File: src/hdl/sqe_pkg.sv
// ----------------------------------------------------------------------------
// sqe_pkg
// Types and constants shared by the shadow quad extruder modules.
// ----------------------------------------------------------------------------
package sqe_pkg;

  localparam int unsigned COORD_W   = 16;
  localparam int unsigned FRAC_W    = 4;
  localparam int unsigned OUT_W     = 20;
  localparam int unsigned STRETCH_W = 14;
  localparam int unsigned CFG_IDX_W = 8;
  localparam int unsigned CFG_DAT_W = 32;

  // register indexes of the configuration port
  localparam logic [CFG_IDX_W-1:0] REG_LIGHT_ON = 8'd0;
  localparam logic [CFG_IDX_W-1:0] REG_LIGHT_X  = 8'd1;
  localparam logic [CFG_IDX_W-1:0] REG_LIGHT_Y  = 8'd2;
  localparam logic [CFG_IDX_W-1:0] REG_STRETCH  = 8'd3;

  localparam logic [STRETCH_W-1:0] STRETCH_RST = 14'd1024;

  typedef struct packed {
    logic signed [COORD_W-1:0] vert_x;
    logic signed [COORD_W-1:0] vert_y;
    logic                      closes_polygon;
  } in_item_t;

  typedef struct packed {
    logic signed [OUT_W-1:0] near_a_x;
    logic signed [OUT_W-1:0] near_a_y;
    logic signed [OUT_W-1:0] near_b_x;
    logic signed [OUT_W-1:0] near_b_y;
    logic signed [OUT_W-1:0] far_b_x;
    logic signed [OUT_W-1:0] far_b_y;
    logic signed [OUT_W-1:0] far_a_x;
    logic signed [OUT_W-1:0] far_a_y;
    logic                    last_quad;
  } out_item_t;

  // one edge to extrude, front to back
  typedef struct packed {
    logic signed [COORD_W-1:0] ax;
    logic signed [COORD_W-1:0] ay;
    logic signed [COORD_W-1:0] bx;
    logic signed [COORD_W-1:0] by;
    logic                      last;
  } quad_cmd_t;

  typedef struct packed {
    logic                        light_on;
    logic signed [COORD_W-1:0]   light_x;
    logic signed [COORD_W-1:0]   light_y;
    logic [STRETCH_W-1:0]        stretch;
  } cfg_t;

  function automatic logic signed [OUT_W-1:0] sat_out(input logic signed [OUT_W:0] v);
    logic signed [OUT_W:0] hi;
    logic signed [OUT_W:0] lo;
    hi = {2'b00, {(OUT_W-1){1'b1}}};
    lo = {2'b11, {(OUT_W-1){1'b0}}};
    if (v > hi) begin
      sat_out = hi[OUT_W-1:0];
    end else if (v < lo) begin
      sat_out = lo[OUT_W-1:0];
    end else begin
      sat_out = v[OUT_W-1:0];
    end
  endfunction

endpackage

File: src/hdl/sqe_front.sv
// ----------------------------------------------------------------------------
// sqe_front
// Accepts vertices, tracks the open polygon and issues edge commands.
// ----------------------------------------------------------------------------
module sqe_front (
  input  logic               clk_i,
  input  logic               rst_ni,
  input  logic               light_on_i,
  input  logic               in_valid_i,
  output logic               in_ready_o,
  input  sqe_pkg::in_item_t  in_item_i,
  output logic               push_o,
  output sqe_pkg::quad_cmd_t cmd_o,
  input  logic               full_i
);
  import sqe_pkg::*;

  logic                      open_q, open_d;
  logic                      phase_q, phase_d;
  logic signed [COORD_W-1:0] first_x_q, first_y_q, prev_x_q, prev_y_q;
  logic                      accept;

  always_comb begin
    push_o     = 1'b0;
    in_ready_o = 1'b0;
    phase_d    = phase_q;
    cmd_o      = '{ax: in_item_i.vert_x, ay: in_item_i.vert_y,
                   bx: in_item_i.vert_x, by: in_item_i.vert_y, last: 1'b1};
    if (!light_on_i) begin
      in_ready_o = 1'b1;
    end else if (!open_q) begin
      in_ready_o = !(in_item_i.closes_polygon && full_i);
      push_o     = in_valid_i && in_item_i.closes_polygon && !full_i;
    end else if (!phase_q) begin
      cmd_o.ax   = prev_x_q;
      cmd_o.ay   = prev_y_q;
      cmd_o.last = !in_item_i.closes_polygon;
      push_o     = in_valid_i && !full_i;
      in_ready_o = !full_i && !in_item_i.closes_polygon;
      if (in_valid_i && !full_i && in_item_i.closes_polygon) begin
        phase_d = 1'b1;
      end
    end else begin
      // closing edge back to the first vertex
      cmd_o.bx   = first_x_q;
      cmd_o.by   = first_y_q;
      push_o     = in_valid_i && !full_i;
      in_ready_o = !full_i;
      if (in_valid_i && !full_i) begin
        phase_d = 1'b0;
      end
    end
  end

  assign accept = in_valid_i && in_ready_o && light_on_i;

  always_comb begin
    open_d = open_q;
    if (accept) begin
      open_d = open_q ? !in_item_i.closes_polygon : !in_item_i.closes_polygon;
    end
  end

  always_ff @(posedge clk_i or negedge rst_ni) begin
    if (!rst_ni) begin
      open_q    <= 1'b0;
      phase_q   <= 1'b0;
      first_x_q <= '0;
      first_y_q <= '0;
      prev_x_q  <= '0;
      prev_y_q  <= '0;
    end else begin
      open_q  <= open_d;
      phase_q <= phase_d;
      if (accept) begin
        prev_x_q <= in_item_i.vert_x;
        prev_y_q <= in_item_i.vert_y;
        if (!open_q) begin
          first_x_q <= in_item_i.vert_x;
          first_y_q <= in_item_i.vert_y;
        end
      end
    end
  end

endmodule

File: src/hdl/sqe_queue.sv
// ----------------------------------------------------------------------------
// sqe_queue
// Two-entry command queue between front and back.
// ----------------------------------------------------------------------------
module sqe_queue (
  input  logic               clk_i,
  input  logic               rst_ni,
  input  logic               push_i,
  input  sqe_pkg::quad_cmd_t wdata_i,
  output logic               full_o,
  input  logic               pop_i,
  output logic               valid_o,
  output sqe_pkg::quad_cmd_t rdata_o
);
  import sqe_pkg::*;

  quad_cmd_t  mem_q [2];
  logic       wr_ptr_q, rd_ptr_q;
  logic [1:0] count_q;

  assign full_o  = (count_q == 2'd2);
  assign valid_o = (count_q != 2'd0);
  assign rdata_o = mem_q[rd_ptr_q];

  always_ff @(posedge clk_i) begin
    if (push_i) begin
      mem_q[wr_ptr_q] <= wdata_i;
    end
  end

  always_ff @(posedge clk_i or negedge rst_ni) begin
    if (!rst_ni) begin
      wr_ptr_q <= 1'b0;
      rd_ptr_q <= 1'b0;
      count_q  <= 2'd0;
    end else begin
      if (push_i) begin
        wr_ptr_q <= !wr_ptr_q;
      end
      if (pop_i) begin
        rd_ptr_q <= !rd_ptr_q;
      end
      if (push_i && !pop_i) begin
        count_q <= count_q + 2'd1;
      end else if (pop_i && !push_i) begin
        count_q <= count_q - 2'd1;
      end
    end
  end

endmodule

File: src/hdl/sqe_extrude.sv
// ----------------------------------------------------------------------------
// sqe_extrude
// Extrudes both ends of an edge away from the light and drives the result.
// ----------------------------------------------------------------------------
module sqe_extrude (
  input  logic                clk_i,
  input  logic                rst_ni,
  input  sqe_pkg::cfg_t       cfg_i,
  input  logic                cmd_valid_i,
  input  sqe_pkg::quad_cmd_t  cmd_i,
  output logic                pop_o,
  output logic                out_valid_o,
  input  logic                out_ready_i,
  output sqe_pkg::out_item_t  out_item_o
);
  import sqe_pkg::*;

  localparam int unsigned MAG_W  = COORD_W;
  localparam int unsigned S_W    = STRETCH_W + FRAC_W;
  localparam int unsigned PROD_W = S_W + MAG_W;
  localparam int unsigned RAD_W  = 50;
  localparam int unsigned R_W    = 25;
  localparam int unsigned NUM_W  = 46;
  localparam int unsigned Q_W    = 19;

  localparam logic [3:0] ST_IDLE  = 4'd0;
  localparam logic [3:0] ST_DIFF  = 4'd1;
  localparam logic [3:0] ST_SQX   = 4'd2;
  localparam logic [3:0] ST_SQY   = 4'd3;
  localparam logic [3:0] ST_SQRT  = 4'd4;
  localparam logic [3:0] ST_MUL   = 4'd5;
  localparam logic [3:0] ST_DIV   = 4'd6;
  localparam logic [3:0] ST_STORE = 4'd7;
  localparam logic [3:0] ST_OUT   = 4'd8;

  logic [3:0]                state_q;
  quad_cmd_t                 cmd_q;
  logic                      sel_q, axis_q;
  logic signed [COORD_W-1:0] px_q, py_q;
  logic [MAG_W-1:0]          adx_q, ady_q;
  logic                      negx_q, negy_q;
  logic [PROD_W-1:0]         acc_q;
  logic [RAD_W-1:0]          rad_q, root_q, bit_q;
  logic [NUM_W-1:0]          rem_q, den_q;
  logic [Q_W-1:0]            quo_q;
  logic [4:0]                dcnt_q;
  logic signed [OUT_W-1:0]   offx_q;
  logic signed [OUT_W-1:0]   fax_q, fay_q, fbx_q, fby_q;
  logic                      out_valid_q;
  out_item_t                 out_q;

  logic signed [COORD_W:0]   dx, dy;
  logic [S_W-1:0]            s_val;
  logic [S_W-1:0]            mul_a;
  logic [MAG_W-1:0]          mul_b;
  logic [PROD_W-1:0]         prod;
  logic [RAD_W-1:0]          trial;
  logic [R_W-1:0]            root;
  logic signed [OUT_W-1:0]   offy, off_cur;
  logic signed [OUT_W:0]     farx_sum, fary_sum;
  logic signed [OUT_W-1:0]   farx, fary;

  assign s_val = {cfg_i.stretch, {FRAC_W{1'b0}}};
  assign dx    = (sel_q ? {cmd_q.bx[COORD_W-1], cmd_q.bx} : {cmd_q.ax[COORD_W-1], cmd_q.ax})
               - {cfg_i.light_x[COORD_W-1], cfg_i.light_x};
  assign dy    = (sel_q ? {cmd_q.by[COORD_W-1], cmd_q.by} : {cmd_q.ay[COORD_W-1], cmd_q.ay})
               - {cfg_i.light_y[COORD_W-1], cfg_i.light_y};

  // shared multiplier: squares, then stretch times magnitude
  always_comb begin
    case (state_q)
      ST_SQX: begin
        mul_a = {{(S_W-MAG_W){1'b0}}, adx_q};
        mul_b = adx_q;
      end
      ST_SQY: begin
        mul_a = {{(S_W-MAG_W){1'b0}}, ady_q};
        mul_b = ady_q;
      end
      default: begin
        mul_a = s_val;
        mul_b = axis_q ? ady_q : adx_q;
      end
    endcase
  end
  assign prod  = mul_a * mul_b;
  assign trial = root_q + bit_q;
  assign root  = root_q[R_W-1:0];

  assign off_cur  = (axis_q ? negy_q : negx_q)
                  ? -$signed({1'b0, quo_q}) : $signed({1'b0, quo_q});
  assign offy     = (root == '0) ? '0 : off_cur;
  assign farx_sum = {{(OUT_W+1-COORD_W){px_q[COORD_W-1]}}, px_q}
                  + {offx_q[OUT_W-1], offx_q};
  assign fary_sum = {{(OUT_W+1-COORD_W){py_q[COORD_W-1]}}, py_q}
                  + {offy[OUT_W-1], offy};
  assign farx     = sat_out(farx_sum);
  assign fary     = sat_out(fary_sum);

  assign pop_o       = (state_q == ST_IDLE) && cmd_valid_i;
  assign out_valid_o = out_valid_q;
  assign out_item_o  = out_q;

  always_ff @(posedge clk_i) begin
    case (state_q)
      ST_IDLE: begin
        cmd_q <= cmd_i;
      end
      ST_DIFF: begin
        px_q   <= sel_q ? cmd_q.bx : cmd_q.ax;
        py_q   <= sel_q ? cmd_q.by : cmd_q.ay;
        negx_q <= dx[COORD_W];
        negy_q <= dy[COORD_W];
        adx_q  <= dx[COORD_W] ? MAG_W'(-dx) : dx[MAG_W-1:0];
        ady_q  <= dy[COORD_W] ? MAG_W'(-dy) : dy[MAG_W-1:0];
      end
      ST_SQX: begin
        acc_q <= prod;
      end
      ST_SQY: begin
        rad_q  <= {acc_q + prod, 16'd0};
        root_q <= '0;
        bit_q  <= RAD_W'(1) << 48;
      end
      ST_SQRT: begin
        if (rad_q >= trial) begin
          rad_q  <= rad_q - trial;
          root_q <= (root_q >> 1) + bit_q;
        end else begin
          root_q <= root_q >> 1;
        end
        bit_q <= bit_q >> 2;
      end
      ST_MUL: begin
        rem_q  <= {{(NUM_W-PROD_W-9){1'b0}}, prod, 9'd0} + {{(NUM_W-R_W){1'b0}}, root};
        den_q  <= {{(NUM_W-R_W-1-(Q_W-1)){1'b0}}, root, 1'b0, {(Q_W-1){1'b0}}};
        quo_q  <= '0;
        dcnt_q <= 5'(Q_W - 1);
      end
      ST_DIV: begin
        if (rem_q >= den_q) begin
          rem_q <= rem_q - den_q;
          quo_q <= {quo_q[Q_W-2:0], 1'b1};
        end else begin
          quo_q <= {quo_q[Q_W-2:0], 1'b0};
        end
        den_q  <= den_q >> 1;
        dcnt_q <= dcnt_q - 5'd1;
      end
      ST_STORE: begin
        if (sel_q) begin
          fbx_q <= farx;
          fby_q <= fary;
        end else begin
          fax_q <= farx;
          fay_q <= fary;
        end
      end
      default: begin
      end
    endcase
    // hold the finished x quotient before the y division starts
    if (state_q == ST_MUL) begin
      if (root == '0) begin
        offx_q <= '0;
      end else if (axis_q) begin
        offx_q <= negx_q ? -$signed({1'b0, quo_q}) : $signed({1'b0, quo_q});
      end
    end
    if (state_q == ST_OUT && (!out_valid_q || out_ready_i)) begin
      out_q.near_a_x  <= OUT_W'(cmd_q.ax);
      out_q.near_a_y  <= OUT_W'(cmd_q.ay);
      out_q.near_b_x  <= OUT_W'(cmd_q.bx);
      out_q.near_b_y  <= OUT_W'(cmd_q.by);
      out_q.far_a_x   <= fax_q;
      out_q.far_a_y   <= fay_q;
      out_q.far_b_x   <= fbx_q;
      out_q.far_b_y   <= fby_q;
      out_q.last_quad <= cmd_q.last;
    end
  end

  always_ff @(posedge clk_i or negedge rst_ni) begin
    if (!rst_ni) begin
      state_q     <= ST_IDLE;
      sel_q       <= 1'b0;
      axis_q      <= 1'b0;
      out_valid_q <= 1'b0;
    end else begin
      if (out_valid_q && out_ready_i) begin
        out_valid_q <= 1'b0;
      end
      case (state_q)
        ST_IDLE: begin
          sel_q <= 1'b0;
          if (cmd_valid_i) begin
            state_q <= ST_DIFF;
          end
        end
        ST_DIFF:  state_q <= ST_SQX;
        ST_SQX:   state_q <= ST_SQY;
        ST_SQY:   state_q <= ST_SQRT;
        ST_SQRT: begin
          axis_q <= 1'b0;
          if (bit_q[0]) begin
            state_q <= ST_MUL;
          end
        end
        ST_MUL: begin
          // zero length: leave the point where it is
          state_q <= (root == '0) ? ST_STORE : ST_DIV;
        end
        ST_DIV: begin
          if (dcnt_q == 5'd0) begin
            if (axis_q) begin
              state_q <= ST_STORE;
            end else begin
              axis_q  <= 1'b1;
              state_q <= ST_MUL;
            end
          end
        end
        ST_STORE: begin
          sel_q   <= 1'b1;
          state_q <= sel_q ? ST_OUT : ST_DIFF;
        end
        ST_OUT: begin
          if (!out_valid_q || out_ready_i) begin
            out_valid_q <= 1'b1;
            state_q     <= ST_IDLE;
          end
        end
        default: state_q <= ST_IDLE;
      endcase
    end
  end

endmodule

File: src/hdl/shadow_quad_extruder.sv
// ----------------------------------------------------------------------------
// shadow_quad_extruder
// 2-D shadow quad generator for one point light, fed one vertex per request.
// ----------------------------------------------------------------------------
//  channel | direction | handshake          | payload
//  in      | input     | in_valid/in_ready  | in_item_i  (vertex, close flag)
//  out     | output    | out_valid/out_ready| out_item_o (quad corners, last)
//  cfg     | input     | cfg_valid/cfg_ready| cfg_index_i, cfg_data_i
//
// For each quad the back end does, per end point, one
// difference, two squares, a 25-step square root and two 19-step divisions,
// all through one shared multiplier, one root unit and one divider.
// A vertex gives up to two quads; a two-entry queue lets the front take new
// vertices while the back works. Reset restores the register defaults and
// closes any open polygon. Either side may stall.
// ----------------------------------------------------------------------------
module shadow_quad_extruder (
  input  logic                                  clk_i,
  input  logic                                  rst_ni,
  input  logic                                  in_valid_i,
  output logic                                  in_ready_o,
  input  sqe_pkg::in_item_t                     in_item_i,
  output logic                                  out_valid_o,
  input  logic                                  out_ready_i,
  output sqe_pkg::out_item_t                    out_item_o,
  input  logic                                  cfg_valid_i,
  output logic                                  cfg_ready_o,
  input  logic [sqe_pkg::CFG_IDX_W-1:0]         cfg_index_i,
  input  logic [sqe_pkg::CFG_DAT_W-1:0]         cfg_data_i
);
  import sqe_pkg::*;

  cfg_t      cfg_q;
  logic      push, full, pop, cmd_valid;
  quad_cmd_t cmd_w, cmd_r;

  assign cfg_ready_o = 1'b1;

  always_ff @(posedge clk_i or negedge rst_ni) begin
    if (!rst_ni) begin
      cfg_q.light_on <= 1'b1;
      cfg_q.light_x  <= '0;
      cfg_q.light_y  <= '0;
      cfg_q.stretch  <= STRETCH_RST;
    end else if (cfg_valid_i) begin
      case (cfg_index_i)
        REG_LIGHT_ON: cfg_q.light_on <= cfg_data_i[0];
        REG_LIGHT_X:  cfg_q.light_x  <= cfg_data_i[COORD_W-1:0];
        REG_LIGHT_Y:  cfg_q.light_y  <= cfg_data_i[COORD_W-1:0];
        REG_STRETCH:  cfg_q.stretch  <= cfg_data_i[STRETCH_W-1:0];
        default: begin
        end
      endcase
    end
  end

  sqe_front u_front (
    .clk_i      (clk_i),
    .rst_ni     (rst_ni),
    .light_on_i (cfg_q.light_on),
    .in_valid_i (in_valid_i),
    .in_ready_o (in_ready_o),
    .in_item_i  (in_item_i),
    .push_o     (push),
    .cmd_o      (cmd_w),
    .full_i     (full)
  );

  sqe_queue u_queue (
    .clk_i   (clk_i),
    .rst_ni  (rst_ni),
    .push_i  (push),
    .wdata_i (cmd_w),
    .full_o  (full),
    .pop_i   (pop),
    .valid_o (cmd_valid),
    .rdata_o (cmd_r)
  );

  sqe_extrude u_extrude (
    .clk_i       (clk_i),
    .rst_ni      (rst_ni),
    .cfg_i       (cfg_q),
    .cmd_valid_i (cmd_valid),
    .cmd_i       (cmd_r),
    .pop_o       (pop),
    .out_valid_o (out_valid_o),
    .out_ready_i (out_ready_i),
    .out_item_o  (out_item_o)
  );

endmodule
File: config.mk
export PLATFORM = sky130hd
export DESIGN_NAME = shadow_quad_extruder
export DESIGN_NICKNAME = d
export VERILOG_FILES = /design/src/hdl/sqe_pkg.sv /design/src/hdl/sqe_front.sv /design/src/hdl/sqe_queue.sv /design/src/hdl/sqe_extrude.sv /design/src/hdl/shadow_quad_extruder.sv
export SDC_FILE = /design/constraint.sdc
export NUM_CORES = 2
export LEC_CHECK = 0
export BUFFER_PORTS_ARGS = -buffer_cell sky130_fd_sc_hd__buf_2
export CORE_AREA = 4 4 445 447
export CTS_CLUSTER_DIAMETER = 60
export DETAILED_ROUTE_END_ITERATION = 8
export DIE_AREA = 0 0 449 451
export HOLD_SLACK_MARGIN = 0.02
export PLACE_DENSITY_LB_ADDON = 0.15
export SLEW_MARGIN = 15
export SYNTH_ARGS = -nofsm -noshare
export SYNTH_HDL_FRONTEND = slang
export SYNTH_SLANG_ARGS = --single-unit
File: constraint.sdc
create_clock -name clk_i -period 22.5 [get_ports clk_i]
set_clock_uncertainty 0.05 [all_clocks]
set_input_delay 4.5 -clock clk_i [delete_from_list [all_inputs] [get_ports clk_i]]
set_output_delay 4.5 -clock clk_i [all_outputs]
set_load 0.005 [all_outputs]
==> results by group <==
Detailed routing
  • Vias: 39353
  • Drt via density: 4.87
  • Iter 0 DRT Violations: 2438
  • # DRC: 0
  • Drt pass-1 iters: 7
  • WL final: about 160 mm
  • Drt wl/cell: roughly 20 µm
  • Antenna Nets Post-Route: 0

Pwr
  • P_int: 3.58 mW
  • Switching pwr: 1.53 mW
  • Worst vdd ir: 67.3 µV
  • P_leak: 26.9 nW
  • Power share of the clock group: 37.8%
  • Logic pwr share: 22.8%
  • Sw Ratio: 30.0%
  • Flop pwr share: 39.4%
  • PD cells: 77.2 mW/mm²

Clocking
  • CTS Buf Count: 120
  • CTS sink cnt: 903
  • H-tree lvl count: 3
  • Clk_lat worst skew: 0.79 ns
  • Clock Pin Slew Worst Setup and Hold Paths: 0.06 ns
  • PostCTS Resize Cnt: 0
  • CTS tree: yes
  • # hold bufs at CTS: 0
  • Clock Path Buffers: 3
  • Root Driver: clkbuf_16
  • Post-CTS Setup Bufs: 0

Logic synthesis
  • Post-synth ARST share: a little over an eighth
  • Most frequent cell after synthesis: edfxtp_1
  • Mapped cell area: 0.0579 mm²
  • Yosys warning count: 0
  • Cells after Synth: 5204
  • Post-synth top area share: just over 40%
  • #FFs+latches synth: 903
  • Post-synth EDFFs: 779
  • Netlist cell types: 87
  • Largest cells by area after synthesis: edfxtp_1 (40%), ha_1 (8.2%), fa_1 (8.0%), mux2_2 (5.6%), dfrtp_1 (5.3%)
  • Area leader, netlist: edfxtp_1
  • Post-Syn Area per Cell: 11.1 µm²
  • Main synth FF type: edfxtp_1
  • Seq/Total Area, Yosys: 45.8%
  • Post-synth top cells: edfxtp_1 (779), nor2_1 (458), nand2_1 (449)
  • Mapped Nets: 5891

Floorplanning
  • Full die area: between 0.2 and 0.25 mm²
  • Cell Rows: 162
  • Number of I/O pins: 242
  • Die Wd: 449 µm
  • Die H: 451 µm
  • Starting Density: 29.8%
  • CORE AREA: 0.194 mm²

STA
  • Setup TNS: 0 ns
  • Peak Freq: 89.1 MHz
  • PnR worst setup slack: 11.28 ns
  • Slew Limit Fails: 0
  • Final number of hold-violating endpoints: 0
  • Setup violations, final: 0
  • RSZ-0062 raised after global routing: no
  • Final worst path period need: 11.22 ns
  • Hold Slack: around 0.37 ns
  • Rel. slew slack: 22.6%
  • Final Cycle Share: 49.9%
  • Worst Tran Pin Value: 1.15 ns

Setup path
  • Most frequent CP cell: nand2_1
  • CP peak stage delay: between 0.7 and 0.8 ns
  • Crit path max fanout: 15
  • Startpoint types: flop
  • CP endpoint kind: flop
  • CP top delay family: adder cells
  • Critical path buffers and inverters: 4
  • WS Path Type: reg -> reg
  • CP required: 22.93 ns
  • Slowest CP cell: nor2_1
  • Crit path DAT: 11.66 ns

Global routing
  • Number of global-route vias before repair: 40871
  • Initial antenna violation count: 22
  • Largest net degree at the start of global routing: 140
  • Remaining global-route overflow: 0
  • GRT Total Usage: 16.0%
  • Global-route wire length before repair: ~250 mm

Placement
  • Gpl congestion: 0.854
  • Placed cell count: 7843
  • Setup WS pre-CTS: approximately 11 ns
  • DP HPWL: 123 mm
  • Port bufs: 224

Finish
  • Area grow syn2layout: 14.3%
  • FF/Latch Area: 0.0265 mm²
  • Fill cells: slightly below 20000
  • Layout Cells excl Fill: 8081
  • Share of cells above drive strength 1: around 15%
  • Core Util, Final: 34.1%
  • Footprint of the multi-input gates: 0.0292 mm²
  • Final Net Count: 6111

Hold path
  • HP Class: reg -> reg

Flow run
  • Max-Cap Viols: 0

Run status
  • Status: completed
==> sequential cells by signal, indices dropped and copies added (netlist names), 44 cells and up <==
name / cells
u_extrude.rad_q: 50
u_extrude.rem_q: 46
u_queue.mem_q: 130
u_extrude.cmd_q: 65
cfg_q: 47
u_extrude.out_item_o: 145
u_extrude.root_q: 50
u_extrude.den_q: 44
==> area by class of cell <==
class,instances,area share [%]
inverter,413,2.35
timing repair buffer,292,2.51
multi-input combinational,3694,44.1
antenna,11,0.0416
clock buffer,157,4.95
sequential,903,40.1
tap,2542,4.81
clock inverter,69,1.17
==> per-layer routing <==
| metal | GRT usage [%] | vias to the layer above | wire length [µm] |
|---|---|---|---|
| li1 | - | 18992 | - |
| met5 | 0 | - | 47 |
| met3 | 2.55 | 229 | 6270 |
| met4 | 4.50 | 6 | 4390 |
| met1 | 20.6 | 19421 | 73100 |
| met2 | 27.7 | 705 | 79600 |
==> through the flow <==
stage,power (mW),instance area [µm²]
2_1_floorplan,2.90,57900
3_3_place_gp,3.20,62000
3_5_place_dp,3.21,62000
4_1_cts,5.18,66100
5_1_grt,5.40,66100
6_report,5.11,66100
==> cells in the final DEF, fill, tap and decap left out, types with 38 or more instances in the layout <==
cell type	Yosys	routed
mux2_2	289	289
edfxtp_1	779	779
xnor2_1	197	197
mux2i_1	40	40
inv_1	411	411
ha_1	379	379
and3_1	75	75
a31oi_1	68	68
o21ai_0	261	260
nand2_1	449	448
nor2b_1	43	40
a21o_1	153	153
buf_4	19	66
clkbuf_16	0	121
nor2_1	458	453
nor3_1	53	47
fa_1	230	230
nand2b_1	44	44
xor2_1	186	186
o21bai_1	46	45
buf_2	3	223
nand3_1	47	45
a21oi_1	255	253
o21a_1	52	52
a211oi_1	40	40
nand4_1	38	38
dfrtp_1	122	120
==> worst paths after layout <==
| path | slack (ns) | startpoint | cells after the start | to |
|---|---|---|---|---|
| worst max-delay path | 11.28 | u_extrude.state_q[2] | 36 | u_extrude.rad_q[45] |
| worst min-delay path | 0.37 | u_extrude.fay_q[12] | 0 | u_extrude.out_item_o[13] |
| worst max register to register | 11.28 | u_extrude.state_q[2] | 36 | u_extrude.rad_q[45] |
| worst min register to register | 0.37 | u_extrude.fay_q[12] | 0 | u_extrude.out_item_o[13] |
| max in group asynchronous | 17.29 | rst_ni | 2 | u_extrude.state_q[0] |
| min in group asynchronous | 3.75 | rst_ni | 1 | u_front.first_x_q[12] |
==> power groups by stage <==
stage	registers, mW	logic (mW)	clock network [mW]
after floorplan	2.02	0.878	0
after global placement	2.04	1.16	0
after detailed placement	2.05	1.16	0
after CTS	2.01	1.17	1.99
after global routing	2.03	1.31	2.06
final	2.01	1.16	1.93
==> kinds of logic (layout without fill, tap and decap cells) <==
kind of cell / Yosys count / after routing / synth area share, %
AND/OR/NAND/NOR: 1325 / 1325 / 10.3
XOR/XNOR: 383 / 383 / 5.80
buffers and inverters: 607 / 931 / 4.07
AO/OA/AOI/OAI: 1042 / 1042 / 11.5
multiplexers: 329 / 329 / 6.32
adder cells (fa/ha/maj): 614 / 614 / 16.2
other: 1 / 12 / 0.00648
flip-flops: 903 / 903 / 45.8
No activity file was read; power rests on OpenSTA's default activity.
